[config.mk]
export PLATFORM = sky130hd
export DESIGN_NAME = p1305_ctrl
export DESIGN_NICKNAME = d
export VERILOG_FILES = /design/src/hw/rtl/p1305_pkg.sv /design/src/hw/rtl/p1305_ctrl.sv
export SDC_FILE = /design/constraint.sdc
export NUM_CORES = 1
export LEC_CHECK = 0
export BUFFER_PORTS_ARGS = -buffer_cell sky130_fd_sc_hd__buf_2
export CAP_MARGIN = 20
export CORE_AREA = 2 2 39 41
export CTS_CLUSTER_DIAMETER = 120
export CTS_CLUSTER_SIZE = 30
export DETAILED_ROUTE_END_ITERATION = 10
export DIE_AREA = 0 0 41 43
export GPL_ROUTABILITY_DRIVEN = 0
export PLACE_DENSITY_LB_ADDON = 0.05
export REMOVE_ABC_BUFFERS = 1
export SYNTH_ARGS = -nofsm -noshare
export SYNTH_HDL_FRONTEND = slang
export SYNTH_SLANG_ARGS = --single-unit
[constraint.sdc]
create_clock -name i_clk -period 1.7 [get_ports i_clk]
set_input_delay 0.17 -clock i_clk [delete_from_list [all_inputs] [get_ports i_clk]]
set_output_delay 0.17 -clock i_clk [all_outputs]
set_load 0.02 [all_outputs]
[src/hw/rtl/p1305_pkg.sv]
`timescale 1ns / 1ps
// ----------------------------------------------------------------------------
// p1305_pkg
// Shared types, operation codes and constants of the Poly1305 MAC block.
// ----------------------------------------------------------------------------
package p1305_pkg;

    typedef struct packed {
        logic [63:0] block_low;
        logic [63:0] block_high;
        logic [4:0]  byte_count;
        logic        last_block;
    } t_in_word;

    typedef struct packed {
        logic [63:0] tag_low;
        logic [63:0] tag_high;
    } t_out_word;

    // datapath operations
    localparam logic [2:0] OP_NONE = 3'd0;
    localparam logic [2:0] OP_LOAD = 3'd1;
    localparam logic [2:0] OP_MUL  = 3'd2;
    localparam logic [2:0] OP_RED1 = 3'd3;
    localparam logic [2:0] OP_RED2 = 3'd4;
    localparam logic [2:0] OP_RED3 = 3'd5;
    localparam logic [2:0] OP_RED4 = 3'd6;
    localparam logic [2:0] OP_TAG  = 3'd7;

    // register indexes
    localparam logic [1:0] CFG_R_LOW  = 2'd0;
    localparam logic [1:0] CFG_R_HIGH = 2'd1;
    localparam logic [1:0] CFG_S_LOW  = 2'd2;
    localparam logic [1:0] CFG_S_HIGH = 2'd3;

    // 32-bit limbs: operand has five, key r has four
    localparam logic [2:0] LIMB_A_LAST = 3'd4;
    localparam logic [1:0] LIMB_R_LAST = 2'd3;

    localparam logic [4:0]   MAX_BYTES  = 5'd16;
    localparam logic [63:0]  CLAMP_LOW  = 64'h0ffffffc0fffffff;
    localparam logic [63:0]  CLAMP_HIGH = 64'h0ffffffc0ffffffc;
    localparam logic [129:0] PRIME      = {2'b11, 128'hffffffff_ffffffff_ffffffff_fffffffb};

    typedef struct packed {
        logic [2:0] op;
        logic [2:0] ai;
        logic [1:0] rj;
    } t_cmd;

    typedef struct packed {
        logic empty;
        logic last;
    } t_stat;

endpackage

[src/hw/rtl/p1305_ctrl.sv]
`timescale 1ns / 1ps
// ----------------------------------------------------------------------------
// p1305_ctrl
// Controller: sequences load, limb products, reduction and tag steps, and
// owns the input ready and output valid.
// ----------------------------------------------------------------------------
module p1305_ctrl
    import p1305_pkg::*;
(
    input  logic  i_clk,
    input  logic  i_rst_n,
    input  logic  i_in_valid,
    output logic  o_in_ready,
    input  t_stat i_stat,
    output t_cmd  o_cmd,
    output logic  o_out_valid,
    input  logic  i_out_ready
);

    localparam logic [2:0] S_IDLE = 3'd0;
    localparam logic [2:0] S_MUL  = 3'd1;
    localparam logic [2:0] S_RED1 = 3'd2;
    localparam logic [2:0] S_RED2 = 3'd3;
    localparam logic [2:0] S_RED3 = 3'd4;
    localparam logic [2:0] S_RED4 = 3'd5;
    localparam logic [2:0] S_TAG  = 3'd6;

    logic [2:0] r_state, n_state;
    logic [2:0] r_i, n_i;
    logic [1:0] r_j, n_j;
    logic       r_last, n_last;
    logic       r_out_vld, n_out_vld;

    assign o_in_ready  = (r_state == S_IDLE);
    assign o_out_valid = r_out_vld;

    always_comb begin
        n_state   = r_state;
        n_i       = r_i;
        n_j       = r_j;
        n_last    = r_last;
        n_out_vld = r_out_vld & ~i_out_ready;
        o_cmd.op  = OP_NONE;
        o_cmd.ai  = r_i;
        o_cmd.rj  = r_j;
        case (r_state)
            S_IDLE: begin
                if (i_in_valid) begin
                    o_cmd.op = OP_LOAD;
                    n_last   = i_stat.last;
                    n_i      = 3'd0;
                    n_j      = 2'd0;
                    if (i_stat.empty) begin
                        n_state = i_stat.last ? S_TAG : S_IDLE;
                    end else begin
                        n_state = S_MUL;
                    end
                end
            end
            S_MUL: begin
                o_cmd.op = OP_MUL;
                if (r_i == LIMB_A_LAST) begin
                    n_i = 3'd0;
                    if (r_j == LIMB_R_LAST) begin
                        n_state = S_RED1;
                    end else begin
                        n_j = r_j + 2'd1;
                    end
                end else begin
                    n_i = r_i + 3'd1;
                end
            end
            S_RED1: begin
                o_cmd.op = OP_RED1;
                n_state  = S_RED2;
            end
            S_RED2: begin
                o_cmd.op = OP_RED2;
                n_state  = S_RED3;
            end
            S_RED3: begin
                o_cmd.op = OP_RED3;
                n_state  = S_RED4;
            end
            S_RED4: begin
                o_cmd.op = OP_RED4;
                n_state  = r_last ? S_TAG : S_IDLE;
            end
            S_TAG: begin
                // hold until the output register is free
                if (!r_out_vld || i_out_ready) begin
                    o_cmd.op  = OP_TAG;
                    n_out_vld = 1'b1;
                    n_state   = S_IDLE;
                end
            end
            default: begin
                n_state = S_IDLE;
            end
        endcase
    end

    always_ff @(posedge i_clk) begin
        if (!i_rst_n) begin
            r_state   <= S_IDLE;
            r_i       <= '0;
            r_j       <= '0;
            r_last    <= 1'b0;
            r_out_vld <= 1'b0;
        end else begin
            r_state   <= n_state;
            r_i       <= n_i;
            r_j       <= n_j;
            r_last    <= n_last;
            r_out_vld <= n_out_vld;
        end
    end

    a_limb_range: assert property (@(posedge i_clk) disable iff (!i_rst_n)
        (r_state == S_MUL) |-> (r_i <= LIMB_A_LAST))
        else $error("limb index out of range");

    a_tag_free: assert property (@(posedge i_clk) disable iff (!i_rst_n)
        (o_cmd.op == OP_TAG) |-> (!r_out_vld || i_out_ready))
        else $error("tag overwrites pending word");

    a_start_mul: assert property (@(posedge i_clk) disable iff (!i_rst_n)
        (i_in_valid && o_in_ready && !i_stat.empty)
        |=> (r_state == S_MUL && r_i == 3'd0 && r_j == 2'd0))
        else $error("block did not start multiply");

    a_back_idle: assert property (@(posedge i_clk) disable iff (!i_rst_n)
        (r_state == S_RED4 && !r_last) |=> o_in_ready)
        else $error("no return to idle");

endmodule

==> metrics.md, run 1 <==
| Metric | Value |
|---|---|
| Status | `finished, final reports clean` |
| Area contributors post-synth | `dfxtp_1 (33%), a21oi_1 (6.5%), ha_1 (6.1%), nor2_1 (4.3%), a211oi_1 (3.7%)` |
| Fin nets | `roughly 100` |
| Placed cell areas | `between 700 and 800 µm²` |
| 1st-pass router iterations | `4` |
| First DRT Iteration DRCs | `8` |
| Std-Cell Core Area | `approximately 1400 µm²` |
| PortBufs | `15` |
| Area share of the largest cell type after synthesis | `around 33%` |
| Synth Instances | `75` |
| Worst Slack Setup Final | `0.115 ns` |
| Critical R2R Capture | `r_state[1]` |
| Detail Placement HPWL | `~1000 µm` |
| Starting Density | `around 44%` |
| FF+latch count, synth | `10` |
| Min-delay worst type | `input pin to register` |
| CTS Buf Count | `3` |
| Unique masters post-synth | `30` |
| # diodes | `0` |
| Area Growth Syn to Fin | `21.8%` |
| Crit. Startpoint | `r_state[0]` |
| DRC | `0` |
| Number of global-route vias before repair | `509` |
| Final setup TNS | `0 ns` |
| Hold slack | `approximately 0.17 ns` |
| Critical Path Slowest Stage Cell | `dfxtp_1` |
| Worst hold endpoint | `r_last` |
| Worst Path Max Fanout | `10` |
| Crit. End Element | `output port` |
| Reg2reg start | `r_i[0]` |
| CTS Sinks | `10` |
| Max_cap viols | `0` |
| Clk slew on worst S/H paths | `around 0.07 ns` |
| ANT nets after route | `0` |
| Synth area leader | `dfxtp_1` |
| Worst Max-Slew Pin Slew | `about 0.44 ns` |
| Crit path arrival time | `between 1 and 1.5 ns` |
| Final Slew Violations | `0` |
| Setup-failing EPs final | `0` |
| Post-CTS sizing | `1` |
| Post-CTS Setup Inserts | `0` |
| Hold Vio Cnt, Final | `0` |
| Post-route minimum period | `1.58 ns` |
| Share of layout cells above drive strength 1 | `28.0%` |
| Reg2reg path depth | `5` |
| Crit-path cells | `buf_4 > o21ai_0 > a21bo_2 > buf_2` |
| YS warnings | `0` |
| CTS tree | `yes` |
| Hold wc startpoint | `i_stat[0]` |
| Largest net degree at the start of global routing | `12` |
| Synthesized area | `614 µm²` |
| CP peak stage delay | `0.49 ns` |
| WP data required | `around 1.5 ns` |
| Leakage | `around 0.00032 µW` |
| Seq/Total Area, Yosys | `between 30% and 40%` |
| VDD IR-drop max | `383 µV` |
| Die Span Y | `about 43 µm` |
| Clock root cell | `clkbuf_4` |
| Layout Skew | `roughly 0.0013 ns` |
| Skew-Pair Late Insertion Delay | `~0.26 ns` |
| Row cnt | `14` |
| Vias | `620` |
| Hold Path Cell Cnt | `3` |
| Crit path kind | `register to output port` |
| Initial antenna violation count | `0` |
| DIE WIDTH | `~41 µm` |
| Max Clk Rate | `631 MHz` |
| Die ar. | `around 1800 µm²` |
| Slew HR | `70.7%` |
| H-tree level count | `1` |
| Final Cycle Share | `approximately 93%` |
| Place WS | `about 0.22 ns` |
| Via density | `about 5.7` |
| Grt total ovfl | `0` |
| FF-to-FF setup slack | `around 0.22 ns` |
| WL per Instance | `roughly 13 µm` |
| Syn avg cell area | `8.19 µm²` |
| # IOs | `16` |
| Clock buffer depth | `2` |
| GRT Total Usage | `18.9%` |
| RSZ-0062 raised after global routing | `false` |
| CTS Hold Bufs | `0` |
| CP Launch Type | `register` |
| Cell Pwr Density | `around 880 nW/µm²` |
| First-pass GRT wire length | `about 2100 µm` |
| WL final | `1380 µm` |
| Final instance area | `about 750 µm²` |
| FILL cells | `145` |
==> cells by family (layout without fill, tap and decap cells) <==
| family | Yosys count | count (layout) | share of synthesized area (%) |
|---|---|---|---|
| AOI/OAI and AO/OA | 26 | 26 | 29.1 |
| adders and majority gates | 3 | 3 | 6.11 |
| buffers and inverters | 8 | 26 | 5.30 |
| DFF | 10 | 10 | 32.6 |
| muxes | 1 | 1 | 1.63 |
| and+or+nand+nor | 27 | 27 | 25.3 |
==> metal layers <==
layer	vias up	share of wire (%)	track usage, %
met2	20	45	26.6
met3	4	4.1	4.71
met5	-	0	0
met4	0	3.3	16.0
met1	274	48	22.5
li1	322	-	-
==> how the worst max path moves through the flow <==
stage	end	cells after the start
after floorplan	o_cmd[5]	3
after global placement	o_cmd[5]	4
after detailed placement	o_cmd[5]	4
after CTS	o_cmd[5]	4
after global routing	o_cmd[7]	4
final	o_cmd[7]	4
==> layout by cell type, fill, tap and decap left out, types with 2 or more instances in the layout <==
cell type	netlist	routed
buf_4	0	4
a21oi_1	8	8
or4b_1	2	2
buf_2	2	15
nand3b_1	3	3
clkbuf_4	0	3
o21ai_0	4	4
nand3_1	2	2
inv_1	4	4
nor2_1	7	7
ha_1	3	3
nand4_1	2	2
nand2_1	3	3
dfxtp_1	10	9
a311oi_1	2	2
and2_1	2	2
o311ai_0	2	2
a32o_1	2	2
a211oi_1	3	3
==> critical path: cells and delay by family, from the launching register on <==
kind            cells  cell delay [ns]
compound gates      2             0.30
buf+inv             2             0.35
flops               1             0.49
==> report_power, final <==
| part | switching, µW | internal, µW |
|---|---|---|
| sequential | 23.1 | 251 |
| clock | 82.6 | 81.8 |
| combinational | 125 | 93.5 |
| total | 230 | 426 |
==> flip-flops by register name (all words and copies together) (netlist names) <==
| signal | count |
|---|---|
| r_state | 3 |
| r_last | 1 |
| r_j | 2 |
| o_out_valid | 1 |
| r_i | 3 |
==> Yosys cell counts <==
| master | count |
|---|---|
| o21a_1 | 1 |
| or4b_1 | 2 |
| a21oi_1 | 8 |
| a32o_1 | 2 |
| nand3_1 | 2 |
| inv_1 | 4 |
| nor3b_1 | 1 |
| o311ai_0 | 2 |
| clkbuf_1 | 2 |
| nand2_1 | 3 |
| or2_1 | 1 |
| dfxtp_1 | 10 |
| and2_1 | 2 |
| nand3b_1 | 3 |
| a21boi_0 | 1 |
| or4_1 | 1 |
| a21bo_2 | 1 |
| buf_2 | 2 |
| nor2b_1 | 1 |
| a311oi_1 | 2 |
| a211oi_1 | 3 |
| or2_2 | 1 |
| ha_1 | 3 |
| nor2_1 | 7 |
| nand4_1 | 2 |
| nand2b_1 | 1 |
| o21ai_0 | 4 |
| o211ai_1 | 1 |
| mux2i_1 | 1 |
| o2bb2ai_1 | 1 |
==> final cells by class <==
cell class / count / area (µm²) / share of cell area [%]
Inverter: 4 / 15.0 / 2.01
Clock buffer: 3 / 22.5 / 3.01
Sequential cell: 10 / 201 / 26.9
Tap cell: 16 / 20.0 / 2.68
Multi-Input combinational cell: 57 / 384 / 51.3
Timing Repair Buffer: 19 / 105 / 14.0
==> metrics by stage <==
step / total power, µW / utilization (%) / std cells
after floorplan: 417 / - / 71
after global placement: 492 / 52.2 / 106
after detailed placement: 494 / 52.2 / 106
after CTS: 664 / 54.0 / 109
after global routing: 699 / 54.1 / 109
final: 656 / 54.1 / 109
Power figures use the tool's default switching activity.
==> run 2: changes to the inputs <==
CAP_MARGIN = 0   (was 20)
CTS_BUF_LIST = sky130_fd_sc_hd__clkbuf_16   (was unset)
==> metrics.md, run 2 (synthesis gave the netlist of run 1 again) <==
| Metric | Value |
|---|---|
| Status | `finished, final reports clean` |
| Clock power frac | `approximately 45%` |
| Worst Max-Slew Pin Slew | `between 0.4 and 0.5 ns` |
| H-tree level count | `1` |
| RSZ-0062 raised after global routing | `false` |
| # IOs | `16` |
| Final Slew Violations | `0` |
| Commonest non-fill, non-tap cell in the layout | `buf_2` |
| Fin nets | `around 100` |
| VDD IR-drop max | `623 µV` |
| CTS tree | `yes` |
| Number of global-route vias before repair | `506` |
| Worst Path Max Fanout | `11` |
| Max Clk Rate | `~630 MHz` |
| P_int | `650 µW` |
| Clock buffer depth | `2` |
| Max_cap viols | `0` |
| Biggest regs | `r_i x3, r_state x3, r_j x2` |
| ANT nets after route | `0` |
| Via density | `around 5.6` |
| Starting Density | `about 44%` |
| WL final | `between 1000 and 1500 µm` |
| Die ar. | `1760 µm²` |
| Total Power | `902 µW` |
| Placed cell areas | `722 µm²` |
| Final Cycle Share | `a little over nine tenths` |
| Vias | `a little over 600` |
| Grt total ovfl | `0` |
| Die Span Y | `roughly 43 µm` |
| First DRT Iteration DRCs | `8` |
| First-pass GRT wire length | `about 2100 µm` |
| Cell Pwr Density | `roughly 1100 nW/µm²` |
| PortBufs | `15` |
| Area Growth Syn to Fin | `30.1%` |
| Detail Placement HPWL | `approximately 1000 µm` |
| CTS Buf Count | `3` |
| Row cnt | `14` |
| 1st-pass router iterations | `4` |
| Skew-Pair Late Insertion Delay | `0.23 ns` |
| Initial antenna violation count | `0` |
| Leakage | `0.000341 µW` |
| Final instance area | `about 800 µm²` |
| Slew HR | `between 70% and 80%` |
| Largest net degree at the start of global routing | `12` |
| Setup-failing EPs final | `0` |
| Switch share | `between 20 and 30%` |
| WP data required | `between 1.5 and 2 ns` |
| DIE WIDTH | `41 µm` |
| CP Launch Type | `register` |
| Std-Cell Core Area | `between 1000 and 1500 µm²` |
| GRT Total Usage | `around a fifth` |
| Layout Skew | `0.000709 ns` |
| NetSw | `between 200 and 300 µW` |
| Sequential Power Share | `30.4%` |
| WL per Instance | `~13 µm` |
| Share of layout cells above drive strength 1 | `between 20% and 30%` |
| Clk slew on worst S/H paths | `roughly 0.04 ns` |
| Final setup TNS | `0 ns` |
| Crit. End Element | `output port` |
| Min-delay worst type | `input pin to register` |
| CTS Sinks | `10` |
| CTS Hold Bufs | `0` |
| Crit path arrival time | `roughly 1.4 ns` |
| Most frequent cells in the layout | `buf_2 (15), dfxtp_1 (10), a21oi_1 (8), nor2_1 (7)` |
| Clock root cell | `clkbuf_16` |
| Crit path kind | `register to output port` |
| Combinational Power Share | `24.2%` |
| Hold Vio Cnt, Final | `0` |
| # diodes | `0` |
| DRC | `0` |
| Post-route minimum period | `1.59 ns` |
-- run 2: per-stage QoR --
step	hold slack (ns)	setup slack, ns	util [%]	cells
floorplan	0.288	0.223	-	71
global placement	0.433	0.255	52.2	106
detailed placement	0.452	0.224	52.2	106
CTS	0.197	0.0879	57.8	109
global route	0.225	0.0502	57.8	109
finish	0.199	0.108	57.8	109
-- run 2: repair_timing --
action,4_1_cts,5_1_grt
setup buffers,0,0
gates resized for setup,1,0
endpoints found under the setup margin,1,0
endpoints found under the hold margin,0,0
-- run 2: path summary, 6_finish.rpt --
path	startpoint	to	slack, ns	cells after the start
min reg2reg	r_i[1]	r_i[1]	0.51	2
min	i_stat[0]	r_last	0.20	3
max	r_state[2]	o_cmd[5]	0.11	4
max reg2reg	r_i[0]	r_state[1]	0.22	5
-- run 2: power by group through the flow --
| stage | logic [µW] | clock network [µW] | registers (µW) |
|---|---|---|---|
| 6_report | 218 | 409 | 274 |
| 5_1_grt | 244 | 423 | 278 |
| 4_1_cts | 221 | 417 | 274 |
| 3_5_place_dp | 216 | 0 | 278 |
| 3_3_place_gp | 215 | 0 | 277 |
| 2_1_floorplan | 131 | 0 | 286 |
-- run 2: area by class of cell --
class                      count  area (µm²)
fill                         135         584
multi-input combinational     57         384
sequential                    10         200
timing repair buffer          19         105
clock buffer                   3        75.1
tap                           16        20.0
inverter                       4        15.0
-- run 2: worst max-delay path: stages (launching register included) --
cell and delay, ns:
dfxtp_1 0.50, or2_4 0.23, nor2_1 0.05, a211oi_1 0.21, buf_2 0.20
-- run 2: metal layers --
layer | track usage (%) | vias up | part of all wire, %
li1 | - | 322 | -
met1 | 22.5 | 276 | 48
met2 | 26.6 | 12 | 45
met3 | 4.71 | 4 | 3.6
met4 | 16.0 | 0 | 3.3
met5 | 0 | - | 0
==> run 3: changes to the inputs <==
clock period = 2 ns   (was 1.7 ns; I/O delays follow)
==> metrics.md, run 3 (synthesis gave the netlist of run 1 again) <==
| Metric | Value |
|---|---|
| VDD IR-drop max | `432 µV` |
| RSZ-0062 raised after global routing | `false` |
| Layout Skew | `roughly 0.0052 ns` |
| WL per Instance | `roughly 13 µm` |
| CTS tree | `yes` |
| Starting Density | `between 40% and 50%` |
| Crit. End Element | `output port` |
| GRT Total Usage | `between 10% and 20%` |
| CTS Sinks | `10` |
| Critical path depth in cells | `4` |
| 1st-pass router iterations | `4` |
| ANT nets after route | `0` |
| Hold Vio Cnt, Final | `0` |
| Cell Pwr Density | `977 nW/µm²` |
| Min-delay worst type | `input pin to register` |
| Row cnt | `14` |
| # IOs | `16` |
| Reg2reg path depth | `3` |
| Footprint of the multi-input gates | `approximately 380 µm²` |
| Crit path kind | `register to output port` |
| Final setup TNS | `0 ns` |
| Critical Path Slowest Stage Cell | `dfxtp_1` |
| CP bufs+invs | `1` |
| Die Span Y | `around 43 µm` |
| Die ar. | `~1800 µm²` |
| H-tree level count | `1` |
| DIE WIDTH | `between 40 and 50 µm` |
| Worst Max-Slew Pin Slew | `0.469 ns` |
| Grt total ovfl | `0` |
| Number of global-route vias before repair | `around 500` |
| Std-Cell Core Area | `1380 µm²` |
| Detail Placement HPWL | `about 1000 µm` |
| Final Slew Violations | `0` |
| Hold Path Cell Cnt | `3` |
| Post-CTS Setup Inserts | `0` |
| Largest net degree at the start of global routing | `17` |
| Place WS | `between 0.4 and 0.5 ns` |
| Crit-path cells | `or2_1 > nor2_1 > a211oi_1 > buf_2` |
| Max_cap viols | `0` |
| Slew HR | `about 69%` |
| # diodes | `0` |
| Worst Slack Setup Final | `about 0.24 ns` |
| Setup-failing EPs final | `0` |
| DRC | `0` |
| PortBufs | `15` |
| Area Growth Syn to Fin | `27.9%` |
| Status | `finished, final reports clean` |
| Biggest regs | `r_i x3, r_state x3, r_j x2` |
| Register area | `around 200 µm²` |
| CP Launch Type | `register` |
| Initial antenna violation count | `0` |
| Clock buffer depth | `2` |
| Fin nets | `~100` |
| Most frequent cells in the layout | `buf_2 (15), dfxtp_1 (10), a21oi_1 (8), nor2_1 (7)` |
| CTS Buf Count | `3` |
| CTS Hold Bufs | `0` |
| Skew-Pair Late Insertion Delay | `between 0.2 and 0.25 ns` |
| WL final | `~1400 µm` |
| Post-route minimum period | `roughly 1.8 ns` |
| First DRT Iteration DRCs | `12` |
| Share of layout cells above drive strength 1 | `around a quarter` |
| Final Cycle Share | `approximately 88%` |
| Clock root cell | `clkbuf_16` |
| CP peak stage delay | `0.52 ns` |
| FILL cells | `about 130` |
| Commonest non-fill, non-tap cell in the layout | `buf_2` |
| WP data required | `about 1.8 ns` |
| Max Clk Rate | `567 MHz` |
| Vias | `between 600 and 700` |
| Worst Path Max Fanout | `13` |
| Clk slew on worst S/H paths | `~0.040 ns` |
| Leakage | `between 0.0003 and 0.0004 µW` |
| First-pass GRT wire length | `approximately 2300 µm` |
| Via density | `approximately 5.8` |
| Post-CTS sizing | `0` |
| Crit path arrival time | `roughly 1.6 ns` |
| Cell family with most CP delay | `flip-flops` |
## run 3: cell count changes in the layout (fill, tap and decap cells not counted), sizes merged
| cell | delta |
|---|---|
| buf | -2 |
| clkinv | +1 |
## run 3: power by group
group	internal (µW)	leakage (µW)	total, µW	switching (µW)
Clock	263	0.0000385	361	98.4
Combinational	69.0	0.000212	163	94.3
Sequential	214	0.0000812	244	30.0
Total	545	0.000332	768	223
## run 3: cell type report
cell class / instances / area share [%]
multi-input cells: 57 / 48.6
clock inverters: 1 / 0.478
clock buffers: 3 / 9.55
inverters: 4 / 1.91
well taps: 16 / 2.55
flip-flops and latches: 10 / 25.5
repair buffers: 17 / 11.5
## run 3: path summary, 6_finish.rpt
path / startpoint / to / slack [ns]
worst max register to register: r_state[0] / r_state[1] / 0.48
worst min-delay path: i_stat[0] / r_last / 0.23
worst max-delay path: r_state[1] / o_cmd[5] / 0.24
worst min register to register: r_i[1] / r_i[1] / 0.51
## run 3: worst min-delay path: cells and delay by family
| family | cells | cell delay (ns) |
|---|---|---|
| buffers and inverters | 1 | 0.10 |
| multiplexers | 1 | 0.06 |
| AND/OR/NAND/NOR | 1 | 0.07 |
## run 3: routing by layer
metal | vias up | wire, µm | track usage [%] | share of wire, %
met4 | 0 | 12 | 10.0 | 0.87
met5 | - | 0 | 0 | 0
li1 | 319 | - | - | -
met3 | 2 | 52 | 4.71 | 3.8
met2 | 12 | 644 | 26.9 | 47
met1 | 292 | 670 | 25.5 | 49
## run 3: through the flow
stage	total power (µW)	instances	util [%]	hold WS [ns]	cell area [µm²]
floorplan	354	71	-	0.318	597
CTS	777	108	56.8	0.230	786
global placement	410	104	51.1	0.464	707
finish	768	108	56.8	0.230	786
detailed placement	410	104	51.1	0.473	707
global route	810	108	56.8	0.249	786
